[src/hw/rtl/ofip_pkg.sv]
`default_nettype none

package ofip_pkg;

   // character codes the parser looks for
   localparam logic [7:0] CHAR_F     = 8'h66;
   localparam logic [7:0] CHAR_SLASH = 8'h2F;
   localparam logic [7:0] CHAR_SPACE = 8'h20;
   localparam logic [7:0] CHAR_PLUS  = 8'h2B;
   localparam logic [7:0] CHAR_MINUS = 8'h2D;
   localparam logic [7:0] CHAR_ZERO  = 8'h30;
   localparam logic [7:0] CHAR_NINE  = 8'h39;
   localparam logic [7:0] CHAR_TAB   = 8'h09;
   localparam logic [7:0] CHAR_CR    = 8'h0D;

   // front-to-back queue
   localparam int QUEUE_DEPTH = 2;

   // input item
   typedef struct packed {
      logic [7:0] ch;
      logic       end_of_line;
   } req_type;

   // result item
   typedef struct packed {
      logic        [15:0] triangle_number;
      logic        [30:0] vertex_a;
      logic signed [31:0] normal_a;
      logic        [30:0] vertex_b;
      logic signed [31:0] normal_b;
      logic        [30:0] vertex_c;
      logic signed [31:0] normal_c;
   } rsp_type;

   // classified character as carried through the queue
   typedef struct packed {
      logic       is_f;
      logic       is_slash;
      logic       is_space;
      logic       is_blank;
      logic       is_digit;
      logic       is_plus;
      logic       is_minus;
      logic [3:0] digit;
      logic       end_of_line;
   } chr_class_type;

   // front write port into the queue
   typedef struct packed {
      logic          push;
      chr_class_type data;
   } q_wr_type;

endpackage

`default_nettype wire

[src/hw/rtl/ofip_front.sv]
`default_nettype none

module ofip_front
   import ofip_pkg::*;
(
   input  wire            req_valid,
   input  req_type        req_data,
   output logic           req_stall,
   input  wire            q_full,
   output q_wr_type       q_wr
);

   logic [7:0] ch;
   logic [7:0] digit_off;

   assign ch        = req_data.ch;
   assign digit_off = ch - CHAR_ZERO;

   // take an item whenever the queue has room
   assign req_stall   = q_full;
   assign q_wr.push   = req_valid && !q_full;

   // character classification
   always_comb begin
      q_wr.data.is_f        = (ch == CHAR_F);
      q_wr.data.is_slash    = (ch == CHAR_SLASH);
      q_wr.data.is_space    = (ch == CHAR_SPACE);
      q_wr.data.is_blank    = (ch == CHAR_SPACE) || (ch >= CHAR_TAB && ch <= CHAR_CR);
      q_wr.data.is_digit    = (ch >= CHAR_ZERO) && (ch <= CHAR_NINE);
      q_wr.data.is_plus     = (ch == CHAR_PLUS);
      q_wr.data.is_minus    = (ch == CHAR_MINUS);
      q_wr.data.digit       = digit_off[3:0];
      q_wr.data.end_of_line = req_data.end_of_line;
   end

endmodule

`default_nettype wire

[src/hw/rtl/ofip_queue.sv]
`default_nettype none

module ofip_queue
   import ofip_pkg::*;
(
   input  wire           clock,
   input  wire           reset,
   input  q_wr_type      q_wr,
   input  wire           q_pop,
   output logic          q_valid,
   output chr_class_type q_data,
   output logic          q_full
);

   localparam int PTR_BITS = $clog2(QUEUE_DEPTH);
   localparam int CNT_BITS = $clog2(QUEUE_DEPTH + 1);

   chr_class_type        entry_ff [QUEUE_DEPTH];
   logic [PTR_BITS-1:0]  wr_ptr_ff, wr_ptr_in;
   logic [PTR_BITS-1:0]  rd_ptr_ff, rd_ptr_in;
   logic [CNT_BITS-1:0]  count_ff, count_in;

   assign q_valid = (count_ff != '0);
   assign q_full  = (count_ff == CNT_BITS'(QUEUE_DEPTH));
   assign q_data  = entry_ff[rd_ptr_ff];

   // pointer and fill count
   always_comb begin
      wr_ptr_in = q_wr.push ? wr_ptr_ff + 1'b1 : wr_ptr_ff;
      rd_ptr_in = q_pop ? rd_ptr_ff + 1'b1 : rd_ptr_ff;
      count_in  = count_ff;
      if (q_wr.push && !q_pop) begin
         count_in = count_ff + 1'b1;
      end else if (!q_wr.push && q_pop) begin
         count_in = count_ff - 1'b1;
      end
   end

   always_ff @(posedge clock) begin
      if (reset) begin
         wr_ptr_ff <= '0;
         rd_ptr_ff <= '0;
         count_ff  <= '0;
      end else begin
         wr_ptr_ff <= wr_ptr_in;
         rd_ptr_ff <= rd_ptr_in;
         count_ff  <= count_in;
      end
   end

   // entry storage
   always_ff @(posedge clock) begin
      if (q_wr.push) begin
         entry_ff[wr_ptr_ff] <= q_wr.data;
      end
   end

endmodule

`default_nettype wire

[src/hw/rtl/ofip_back.sv]
`default_nettype none

module ofip_back
   import ofip_pkg::*;
#(
   parameter int INDEX_BITS = 32,
   parameter int COUNT_BITS = 16
) (
   input  wire           clock,
   input  wire           reset,
   input  wire           q_valid,
   input  chr_class_type q_data,
   output logic          q_pop,
   output logic          rsp_valid,
   output rsp_type       rsp_data,
   input  wire           rsp_stall
);

   localparam int VW = INDEX_BITS - 1;
   localparam int NW = INDEX_BITS;
   localparam int AW = INDEX_BITS + 3;
   localparam logic [AW-1:0] NCAP = AW'(1) << (INDEX_BITS - 1);
   localparam logic [AW-1:0] VCAP = NCAP - AW'(1);

   // main scan phases
   localparam logic [2:0] PH_SEEK_F     = 3'd0;
   localparam logic [2:0] PH_SEEK_DIGIT = 3'd1;
   localparam logic [2:0] PH_VDIGITS    = 3'd2;
   localparam logic [2:0] PH_LOOP1      = 3'd3;
   localparam logic [2:0] PH_LOOP2      = 3'd4;
   localparam logic [2:0] PH_SEEK_SPACE = 3'd5;
   localparam logic [2:0] PH_DONE       = 3'd6;

   // lookahead phases
   localparam logic [1:0] LA_IDLE   = 2'd0;
   localparam logic [1:0] LA_SPACE  = 2'd1;
   localparam logic [1:0] LA_DIGITS = 2'd2;

   logic [2:0]            phase_ff, phase_in;
   logic [1:0]            blk_ff, blk_in;
   logic [VW-1:0]         vacc_ff, vacc_in;
   logic [NW-1:0]         nacc_ff, nacc_in;
   logic [1:0]            la_ff, la_in;
   logic                  neg_ff, neg_in;
   logic [1:0]            target_ff, target_in;
   logic [VW-1:0]         vert_ff [3];
   logic [VW-1:0]         vert_in [3];
   logic [31:0]           norm_ff [3];
   logic [31:0]           norm_in [3];
   logic [COUNT_BITS-1:0] cnt_ff, cnt_in;
   logic                  rsp_valid_ff, rsp_valid_in;
   rsp_type               rsp_data_ff, rsp_data_in;

   logic [AW-1:0]         vsum;
   logic [AW-1:0]         nsum;
   logic [AW-1:0]         npos;
   logic [31:0]           norm_val;
   logic                  la_put;
   logic [1:0]            target_slot;
   logic [31:0]           cnt_wide;

   // multiply by ten, add a digit, clamp
   function automatic logic [AW-1:0] add_digit(input logic [AW-1:0] acc,
                                               input logic [3:0]    d,
                                               input logic [AW-1:0] cap);
      logic [AW-1:0] sum;
      sum = (acc << 3) + (acc << 1) + AW'(d);
      return (sum > cap) ? cap : sum;
   endfunction

   assign q_pop     = q_valid && !(rsp_valid_ff && rsp_stall);
   assign rsp_valid = rsp_valid_ff;
   assign rsp_data  = rsp_data_ff;

   // shared digit adders
   always_comb begin
      vsum = add_digit((phase_ff == PH_SEEK_DIGIT) ? '0 : AW'(vacc_ff),
                       q_data.digit, VCAP);
      nsum = add_digit(AW'(nacc_ff), q_data.digit, NCAP);
      npos = (nsum > VCAP) ? VCAP : nsum;
      norm_val = neg_ff ? (32'd0 - 32'(nsum[NW-1:0])) : 32'(npos[VW-1:0]);
      target_slot = (target_ff == 2'd3) ? 2'd0 : target_ff;
      cnt_wide = 32'(cnt_ff);
   end

   // next state for one character
   always_comb begin
      phase_in     = phase_ff;
      blk_in       = blk_ff;
      vacc_in      = vacc_ff;
      nacc_in      = nacc_ff;
      la_in        = la_ff;
      neg_in       = neg_ff;
      target_in    = target_ff;
      vert_in      = vert_ff;
      norm_in      = norm_ff;
      cnt_in       = cnt_ff;
      rsp_data_in  = rsp_data_ff;
      rsp_valid_in = rsp_valid_ff && rsp_stall;
      la_put       = 1'b0;

      // normal lookahead, atoi rules
      unique case (la_ff)
         LA_SPACE: begin
            if (q_data.is_blank) begin
               la_in = LA_SPACE;
            end else if (q_data.is_plus || q_data.is_minus) begin
               neg_in = q_data.is_minus;
               la_in  = LA_DIGITS;
            end else if (q_data.is_digit) begin
               la_in   = LA_DIGITS;
               nacc_in = nsum[NW-1:0];
               la_put  = 1'b1;
            end else begin
               la_in = LA_IDLE;
            end
         end
         LA_DIGITS: begin
            if (q_data.is_digit) begin
               nacc_in = nsum[NW-1:0];
               la_put  = 1'b1;
            end else begin
               la_in = LA_IDLE;
            end
         end
         default: begin
         end
      endcase

      if (la_put) begin
         for (int k = 0; k < 3; k++) begin
            if (target_slot == 2'(k)) begin
               norm_in[k] = norm_val;
            end
         end
      end

      // main scan
      unique case (phase_ff) inside
         PH_SEEK_F: begin
            if (q_data.is_f) begin
               phase_in = PH_SEEK_DIGIT;
            end
         end
         PH_SEEK_DIGIT, PH_VDIGITS, PH_LOOP1: begin
            if (q_data.is_digit && phase_ff != PH_LOOP1) begin
               vacc_in  = vsum[VW-1:0];
               phase_in = PH_VDIGITS;
               for (int k = 0; k < 3; k++) begin
                  if (blk_ff == 2'(k)) begin
                     vert_in[k] = vsum[VW-1:0];
                  end
               end
            end else if (phase_ff != PH_SEEK_DIGIT) begin
               // first slash search, entered directly from the vertex digits
               phase_in = PH_LOOP1;
               if (q_data.is_slash) begin
                  phase_in = PH_LOOP2;
               end else if (q_data.is_space) begin
                  if (blk_ff >= 2'd2) begin
                     phase_in = PH_DONE;
                  end else begin
                     blk_in   = blk_ff + 2'd1;
                     phase_in = PH_SEEK_DIGIT;
                  end
               end
            end
         end
         PH_LOOP2: begin
            if (q_data.is_slash) begin
               nacc_in   = '0;
               neg_in    = 1'b0;
               target_in = blk_ff;
               la_in     = LA_SPACE;
               if (blk_ff >= 2'd2) begin
                  phase_in = PH_DONE;
               end else begin
                  blk_in   = blk_ff + 2'd1;
                  phase_in = PH_SEEK_SPACE;
               end
            end else if (q_data.is_space) begin
               if (blk_ff >= 2'd2) begin
                  phase_in = PH_DONE;
               end else begin
                  blk_in   = blk_ff + 2'd1;
                  phase_in = PH_SEEK_DIGIT;
               end
            end
         end
         PH_SEEK_SPACE: begin
            if (q_data.is_space) begin
               phase_in = PH_SEEK_DIGIT;
            end
         end
         PH_DONE: begin
         end
         default: begin
         end
      endcase

      // end of line: emit the record and clear the line state
      if (q_data.end_of_line) begin
         rsp_valid_in                = 1'b1;
         rsp_data_in.triangle_number = cnt_wide[15:0];
         rsp_data_in.vertex_a        = 31'(vert_in[0]);
         rsp_data_in.normal_a        = norm_in[0];
         rsp_data_in.vertex_b        = 31'(vert_in[1]);
         rsp_data_in.normal_b        = norm_in[1];
         rsp_data_in.vertex_c        = 31'(vert_in[2]);
         rsp_data_in.normal_c        = norm_in[2];
         cnt_in    = cnt_ff + 1'b1;
         phase_in  = PH_SEEK_F;
         blk_in    = '0;
         vacc_in   = '0;
         nacc_in   = '0;
         la_in     = LA_IDLE;
         neg_in    = 1'b0;
         target_in = '0;
         for (int k = 0; k < 3; k++) begin
            vert_in[k] = '0;
            norm_in[k] = '0;
         end
      end
   end

   // parser state, advanced once per item taken from the queue
   always_ff @(posedge clock) begin
      if (reset) begin
         phase_ff  <= PH_SEEK_F;
         blk_ff    <= '0;
         vacc_ff   <= '0;
         nacc_ff   <= '0;
         la_ff     <= LA_IDLE;
         neg_ff    <= 1'b0;
         target_ff <= '0;
         cnt_ff    <= '0;
         for (int k = 0; k < 3; k++) begin
            vert_ff[k] <= '0;
            norm_ff[k] <= '0;
         end
      end else if (q_pop) begin
         phase_ff  <= phase_in;
         blk_ff    <= blk_in;
         vacc_ff   <= vacc_in;
         nacc_ff   <= nacc_in;
         la_ff     <= la_in;
         neg_ff    <= neg_in;
         target_ff <= target_in;
         cnt_ff    <= cnt_in;
         vert_ff   <= vert_in;
         norm_ff   <= norm_in;
      end
   end

   // output register
   always_ff @(posedge clock) begin
      if (reset) begin
         rsp_valid_ff <= 1'b0;
      end else if (q_pop) begin
         rsp_valid_ff <= rsp_valid_in;
      end else if (!rsp_stall) begin
         rsp_valid_ff <= 1'b0;
      end
   end

   always_ff @(posedge clock) begin
      if (q_pop) begin
         rsp_data_ff <= rsp_data_in;
      end
   end

endmodule

`default_nettype wire

[src/hw/rtl/obj_face_index_parser_top.sv]
`default_nettype none

// channel   direction  handshake              payload
// req       in         req_valid / req_stall  req_data  (ch, end_of_line)
// rsp       out        rsp_valid / rsp_stall  rsp_data  (triangle_number, vertices, normals)
//
// one character per cycle sustained while the receiver does not stall; the character
// that ends a line is held in a queue entry, then its record in the output register
// the front classifies characters into a two-entry queue; the back pops one
// entry per cycle and only holds while a finished record sits stalled
// reset is synchronous and clears the queue, the parser and the line counter

module obj_face_index_parser_top
   import ofip_pkg::*;
#(
   parameter int INDEX_BITS = 32,
   parameter int COUNT_BITS = 16
) (
   input  wire     clock,
   input  wire     reset,
   input  wire     req_valid,
   input  req_type req_data,
   output logic    req_stall,
   output logic    rsp_valid,
   output rsp_type rsp_data,
   input  wire     rsp_stall
);

   q_wr_type      q_wr;
   logic          q_full;
   logic          q_valid;
   logic          q_pop;
   chr_class_type q_data;

   // character classification
   ofip_front u_front (
      .req_valid (req_valid),
      .req_data  (req_data),
      .req_stall (req_stall),
      .q_full    (q_full),
      .q_wr      (q_wr)
   );

   // decoupling queue
   ofip_queue u_queue (
      .clock   (clock),
      .reset   (reset),
      .q_wr    (q_wr),
      .q_pop   (q_pop),
      .q_valid (q_valid),
      .q_data  (q_data),
      .q_full  (q_full)
   );

   // face parser and record output
   ofip_back #(
      .INDEX_BITS (INDEX_BITS),
      .COUNT_BITS (COUNT_BITS)
   ) u_back (
      .clock     (clock),
      .reset     (reset),
      .q_valid   (q_valid),
      .q_data    (q_data),
      .q_pop     (q_pop),
      .rsp_valid (rsp_valid),
      .rsp_data  (rsp_data),
      .rsp_stall (rsp_stall)
   );

endmodule

`default_nettype wire

[config.mk]
export PLATFORM = sky130hd
export DESIGN_NAME = obj_face_index_parser_top
export DESIGN_NICKNAME = d
export VERILOG_FILES = /design/src/hw/rtl/ofip_pkg.sv /design/src/hw/rtl/ofip_front.sv /design/src/hw/rtl/ofip_queue.sv /design/src/hw/rtl/ofip_back.sv /design/src/hw/rtl/obj_face_index_parser_top.sv
export SDC_FILE = /design/constraint.sdc
export NUM_CORES = 1
export LEC_CHECK = 0
export ABC_AREA = 1
export BUFFER_PORTS_ARGS = -buffer_cell sky130_fd_sc_hd__buf_4
export CORE_AREA = 5 5 261 263
export DETAILED_ROUTE_END_ITERATION = 16
export DIE_AREA = 0 0 266 268
export GPL_ROUTABILITY_DRIVEN = 0
export GPL_TIMING_DRIVEN = 0
export PLACE_DENSITY = 0.64
export SETUP_SLACK_MARGIN = 0.2
export SLEW_MARGIN = 0
export SYNTH_ARGS = -nofsm -noshare
export SYNTH_HDL_FRONTEND = slang
export SYNTH_HIERARCHICAL = 1
export SYNTH_SLANG_ARGS = --single-unit
[constraint.sdc]
create_clock -name clock -period 14.93 [get_ports clock]
set_input_delay 2.986 -clock clock [delete_from_list [all_inputs] [get_ports clock]]
set_output_delay 2.986 -clock clock [all_outputs]
set_load 0.05 [all_outputs]
Yosys cells after proc, flatten, opt, wreduce, memory -nomap -nowiden
Memory sizes are Yosys's and may differ from the RTL's. A register that Yosys moved wholly into a read port is not among the register bits.
Index checks and enable logic that the tools add are counted.
W data, S select, Z words.
- register bits after elaboration: 488
- memories kept: 1
- logic and storage cells: 182
- output and inout bits: 207
- memory bits (writable): 24
- memories (name ; words ; width ; read ports ; clocked after memory_dff ; write ports ; RTL line ; RTL):
    u_queue.entry_ff ; 2 ; 12 ; 1 ; 1 ; 1 ; ofip_queue.sv:18 ; chr_class_type entry_ff [QUEUE_DEPTH];
- add/subtract/negate cells: 12
- mux-type cells: 77
- reductions and logical operators: 31
- equal/unequal tests: 28
- order comparisons: 8
- operators with widths (cell ; count):
    $mux W32 ; 10
    $mux W31 ; 9
    $mux W93 ; 3
    $mux W96 ; 2
    $add A35 B4 Y35 ; 2
    $gt A35 B31 Y1 const B ; 2
    $pmux W32 S2 ; 1
    $mux W2 ; 21
    $add A35 B33 Y35 ; 1
    $add A35 B35 Y35 ; 1
    $gt A35 B32 Y1 const B ; 1
    $mux W35 ; 1
    $eq A8 B6 Y1 const B ; 4
    $sub A1 B32 Y32 const A ; 1
    $mux W3 ; 10
    $add A16 B1 Y16 const B ; 1
    $mux W1 ; 16
    $ne A3 B3 Y1 const B ; 4
    $pmux W3 S4 ; 1
    $reduce_bool A2 Y1 ; 6
    $eq A2 B2 Y1 const B ; 5
    $eq A8 B7 Y1 const B ; 1
    $ge A8 B4 Y1 const B ; 1
    $ge A8 B6 Y1 const B ; 1
    30 further kinds ; 51

Logic depth before layout (Yosys ltp)
- depth in word-level cells: 11
- gate-level depth with buffers: 40

Hierarchy
The synthesis kept the hierarchy.
- by module, submodules not included (module ; area each (um^2) ; instances ; cells each ; seq. area each (um^2)):
    ofip_back ; 27744.1 ; 1 ; 3793 ; 11741.3
    ofip_queue ; 1133.6 ; 1 ; 70 ; 820.8
    ofip_front ; 210.2 ; 1 ; 44 ; 0.0

Worst setup path after synthesis
Ideal clock, no wire load.
- path type: input-to-reg
- start point: input port rsp_stall
- end point: register u_back.blk_ff[0]
- slack: 0.773 ns
- data arrival time: 14.066 ns
- stages: 8
- cell sequence: nand2_1 -> nand2_1 -> nor2_1 -> inv_1 -> and2_1 -> inv_1 -> a21oi_1 -> a311oi_1
- longest elaborated chain between the ends: 4
- ends and longest elaborated chain (element ; RTL line ; RTL):
    start, declared ; obj_face_index_parser_top.sv:26 ; input wire rsp_stall
    $logic_and A1 B1 Y1 ; ofip_back.sv:71 ; assign q_pop = q_valid && !(rsp_valid_ff && rsp_stall);
    $logic_not A1 Y1 ; ofip_back.sv:71 ;
    $logic_and A1 B1 Y1 ; ofip_back.sv:71 ;
    $reduce_and A5 Y1 (no line) ; -- ;
    end signal, assigned ; ofip_back.sv:243 ; blk_ff <= blk_in;
    end, declared ; ofip_back.sv:40 ; logic [1:0] blk_ff, blk_in;
No other way between the ends.
A chain may end at the register's enable or synchronous reset.

==> impl_results.md <==
* Fin. max-slew vios at 0
* Critical Path RT at 15.29 ns
* Total grt overflow at 0
* CTS buffer count at between 50 and 60
* Latest clock arrival within the worst-skew pair at between 0.6 and 0.7 ns
* Pwr Density at between 100 and 150 nW/um^2
* Vias in the first global route at 25075
* Synth area leaders: edfxtp_1, dfxtp_1, nand2_1, a21oi_1, inv_1
* Min Tclk post-route at approximately 6.7 ns
* Achievable Freq at roughly 150 MHz
* CORE AREA at 65400 sq um
* Syn Inst Count at 3907
* Hold path endpoint: u_back/rsp_data[203]
* CP Max Fanout at 10
* Ant diodes at 0
* Final Skew at ~0.023 ns
* Yosys top cell by area: edfxtp_1
* Setup ws final at a little over 8 ns
* Delay of the slowest critical-path stage at slightly below 0.5 ns
* DRC viols at 0
* Layout cells sized above 1 at 0.114
* Synth top area share at 0.236
* Max Cap Violations at 0
* Row count at 94
* Mean post-synth cell area at 7.45 sq um
* Largest net degree at the start of global routing at 36
* Least-Margin Pin Slew at roughly 1.1 ns
* CTS sink count at approximately 510
* R2R setup slack at roughly 8.2 ns
* Layout Nets at 4341
* Total Power at a little over 5 mW
* Die Y at 268 um
* Non-filler instance count after layout at just over 5000
* Post-Syn Nets at about 4000
* #FFs+latches synth at between 500 and 600
* Crit end category: flop
* Hold_buf cts at 0
* Starting DRT DRC Count at around 2700
* Initial antenna violation count at 0
* Hold slack at ~0.43 ns
* Ys async rst share at 0
* Die width at about 270 um
* Synthesized area at roughly 29000 sq um
* DR WL/cell at between 15 and 20 um
* EDFF count, synth at between 200 and 250
* Root Buffer: clkbuf_16
* Die area at 71300 sq um
* DP Area at around 32000 sq um
* Run status: completed
* Hold depth at 0
* Crit Reg-Reg Endpoint: u_back/rsp_data[148]
* Library cells used by synthesis at 58
* Crit path top cell by count: nand2_1
* Number of setup violations in the final report at 0
* Htree depth at 2
* Bufs and invs on worst path at 7
* Startpoint types: flop
* Final Hold Viols at 0
* Seq/Total Area, Yosys at 0.432
* Post_cts resized at 0
* Final period util at 0.448
* ANT nets after route at 0
* Leakage at 15.3 nW
* Vias per inst at roughly 5.3
* Starting density of the core at 0.445
* Primary FF master, synth: dfxtp_1
* Worst-path clk slew at approximately 0.060 ns
* CP top delay family: simple AND/OR/NAND/NOR gates
* Placed insts at 4996
* Crit Path Class: flop to flop
* TritonCTS clock tree: built
* Post-CTS Setup Bufs at 0
* Dpl ws at 8.38 ns
* Fin area at between 30000 and 40000 sq um
* Beginning of the worst hold path: u_back/cnt_ff[14]
* Vias at ~27000
* RSZ-0062 raised after global routing: no
* Routed WL at just over 90 mm
* Ys Warns at 6
* DPL Wire Length at 70.8 mm
* GRT Overall Usage at 0.246
* Slowest CP cell: o21ai_0
* Max_slew headroom at 0.289
* Hold/Removal Path Class: flop to flop
* Drt pass-1 iters at 6
* Synthesis-to-layout area growth at 15.9%
* VDD IR max at ~190 uV
* Io pins at 220
* Arrival time worst endpoint at approximately 7 ns
* R2R cell count at 32
* Longest Clk Path Bufs at 3
* First-pass GRT wire length at between 100 and 150 mm
* Port Buffers at about 220
layer usage:
layer  vias to the layer above  share of wire  GRT usage
li1                      13379              -          -
met1                     12544           0.44      0.344
met2                      1044           0.44      0.394
met3                       176          0.082     0.0381
met4                         0          0.036     0.0825
met5                         -              0          0
cells by family (layout without fill, tap and decap cells):
family          after synthesis  after routing  synth area share
xor+xnor                     41             41            0.0123
mux                          12             12           0.00594
buf+inv                     677           1003            0.0902
simple gates               1878           1878             0.276
flops                       513            513             0.432
compound gates              646            646             0.123
fa+ha+maj                   140            140            0.0613
worst reg2reg max path: cells and delay by family, from the launching register on:
kind                       cells  cell delay, ns
DFF                            1            0.38
adders and majority gates      3            1.11
AOI/OAI and AO/OA              1            0.49
and+or+nand+nor               20            3.10
muxes                          1            0.35
buffers and inverters          7            1.04
sequential cells by signal (all words and copies together) (netlist names), 3 cells and up, named ones only:
signal,count
u_back/vert_ff,93
u_back/nacc_ff,32
u_back/cnt_ff,16
u_back/norm_ff,96
u_queue/entry_ff,24
u_back/vacc_ff,31
u_back/phase_ff,3
u_back/rsp_data,205
stage by stage:
stage,util,TNS (ns)
final,0.516,0
after global routing,0.516,0
after detailed placement,0.489,0
after floorplan,-,0
after CTS,0.516,0
after global placement,0.486,-418.54
layout by cell type, fill, tap and decap left out, types with 33 or more instances in the layout:
master	Yosys	routed
a21oi_1	404	404
o221ai_1	33	33
clkbuf_1	136	152
edfxtp_1	229	229
o21ai_0	97	97
dfxtp_1	284	284
ha_1	136	136
nand4_1	49	49
nor2_1	155	154
inv_1	480	480
clkbuf_16	0	55
or2_2	92	92
nand2_1	1193	1193
buf_4	9	227
nand3_1	312	312
final cells by class:
cell class | count | area, sq um
Fill cell | 6427 | 31700
Multi-Input combinational cell | 2717 | 13900
Sequential cell | 513 | 12600
Inverter | 491 | 1840
Timing Repair Buffer | 225 | 1790
Clock buffer | 75 | 1490
Tap cell | 864 | 1080
Buffer | 186 | 782
Clock inverter | 26 | 262
where the power goes:
group	switching [mW]	total, mW	internal, mW
combinational	1.47	1.91	0.442
clock	0.560	1.33	0.770
sequential	0.0735	1.79	1.72
Yosys cell counts (all sizes together), types with 19 or more instances:
cell type,n
nand2,1210
inv,486
a21oi,405
nand3,315
dfxtp,284
edfxtp,229
nor2,169
clkbuf,136
ha,136
o21ai,120
or2,93
buf,50
nand4,50
o221ai,33
o22ai,32
xnor2,22
nor3,21
xor2,19
worst max-delay path by stage:
stage,to,slack (ns),cells past startpoint
floorplan,u_back/blk_ff[0],0.77,8
CTS,u_back/rsp_data[148],8.36,32
global route,u_back/rsp_data[144],7.83,34
finish,u_back/rsp_data[148],8.23,32
detailed placement,u_back/rsp_data[148],8.38,32
global placement,u_back/cnt_ff[4],-4.94,8
(Power assumes the default switching activity.)
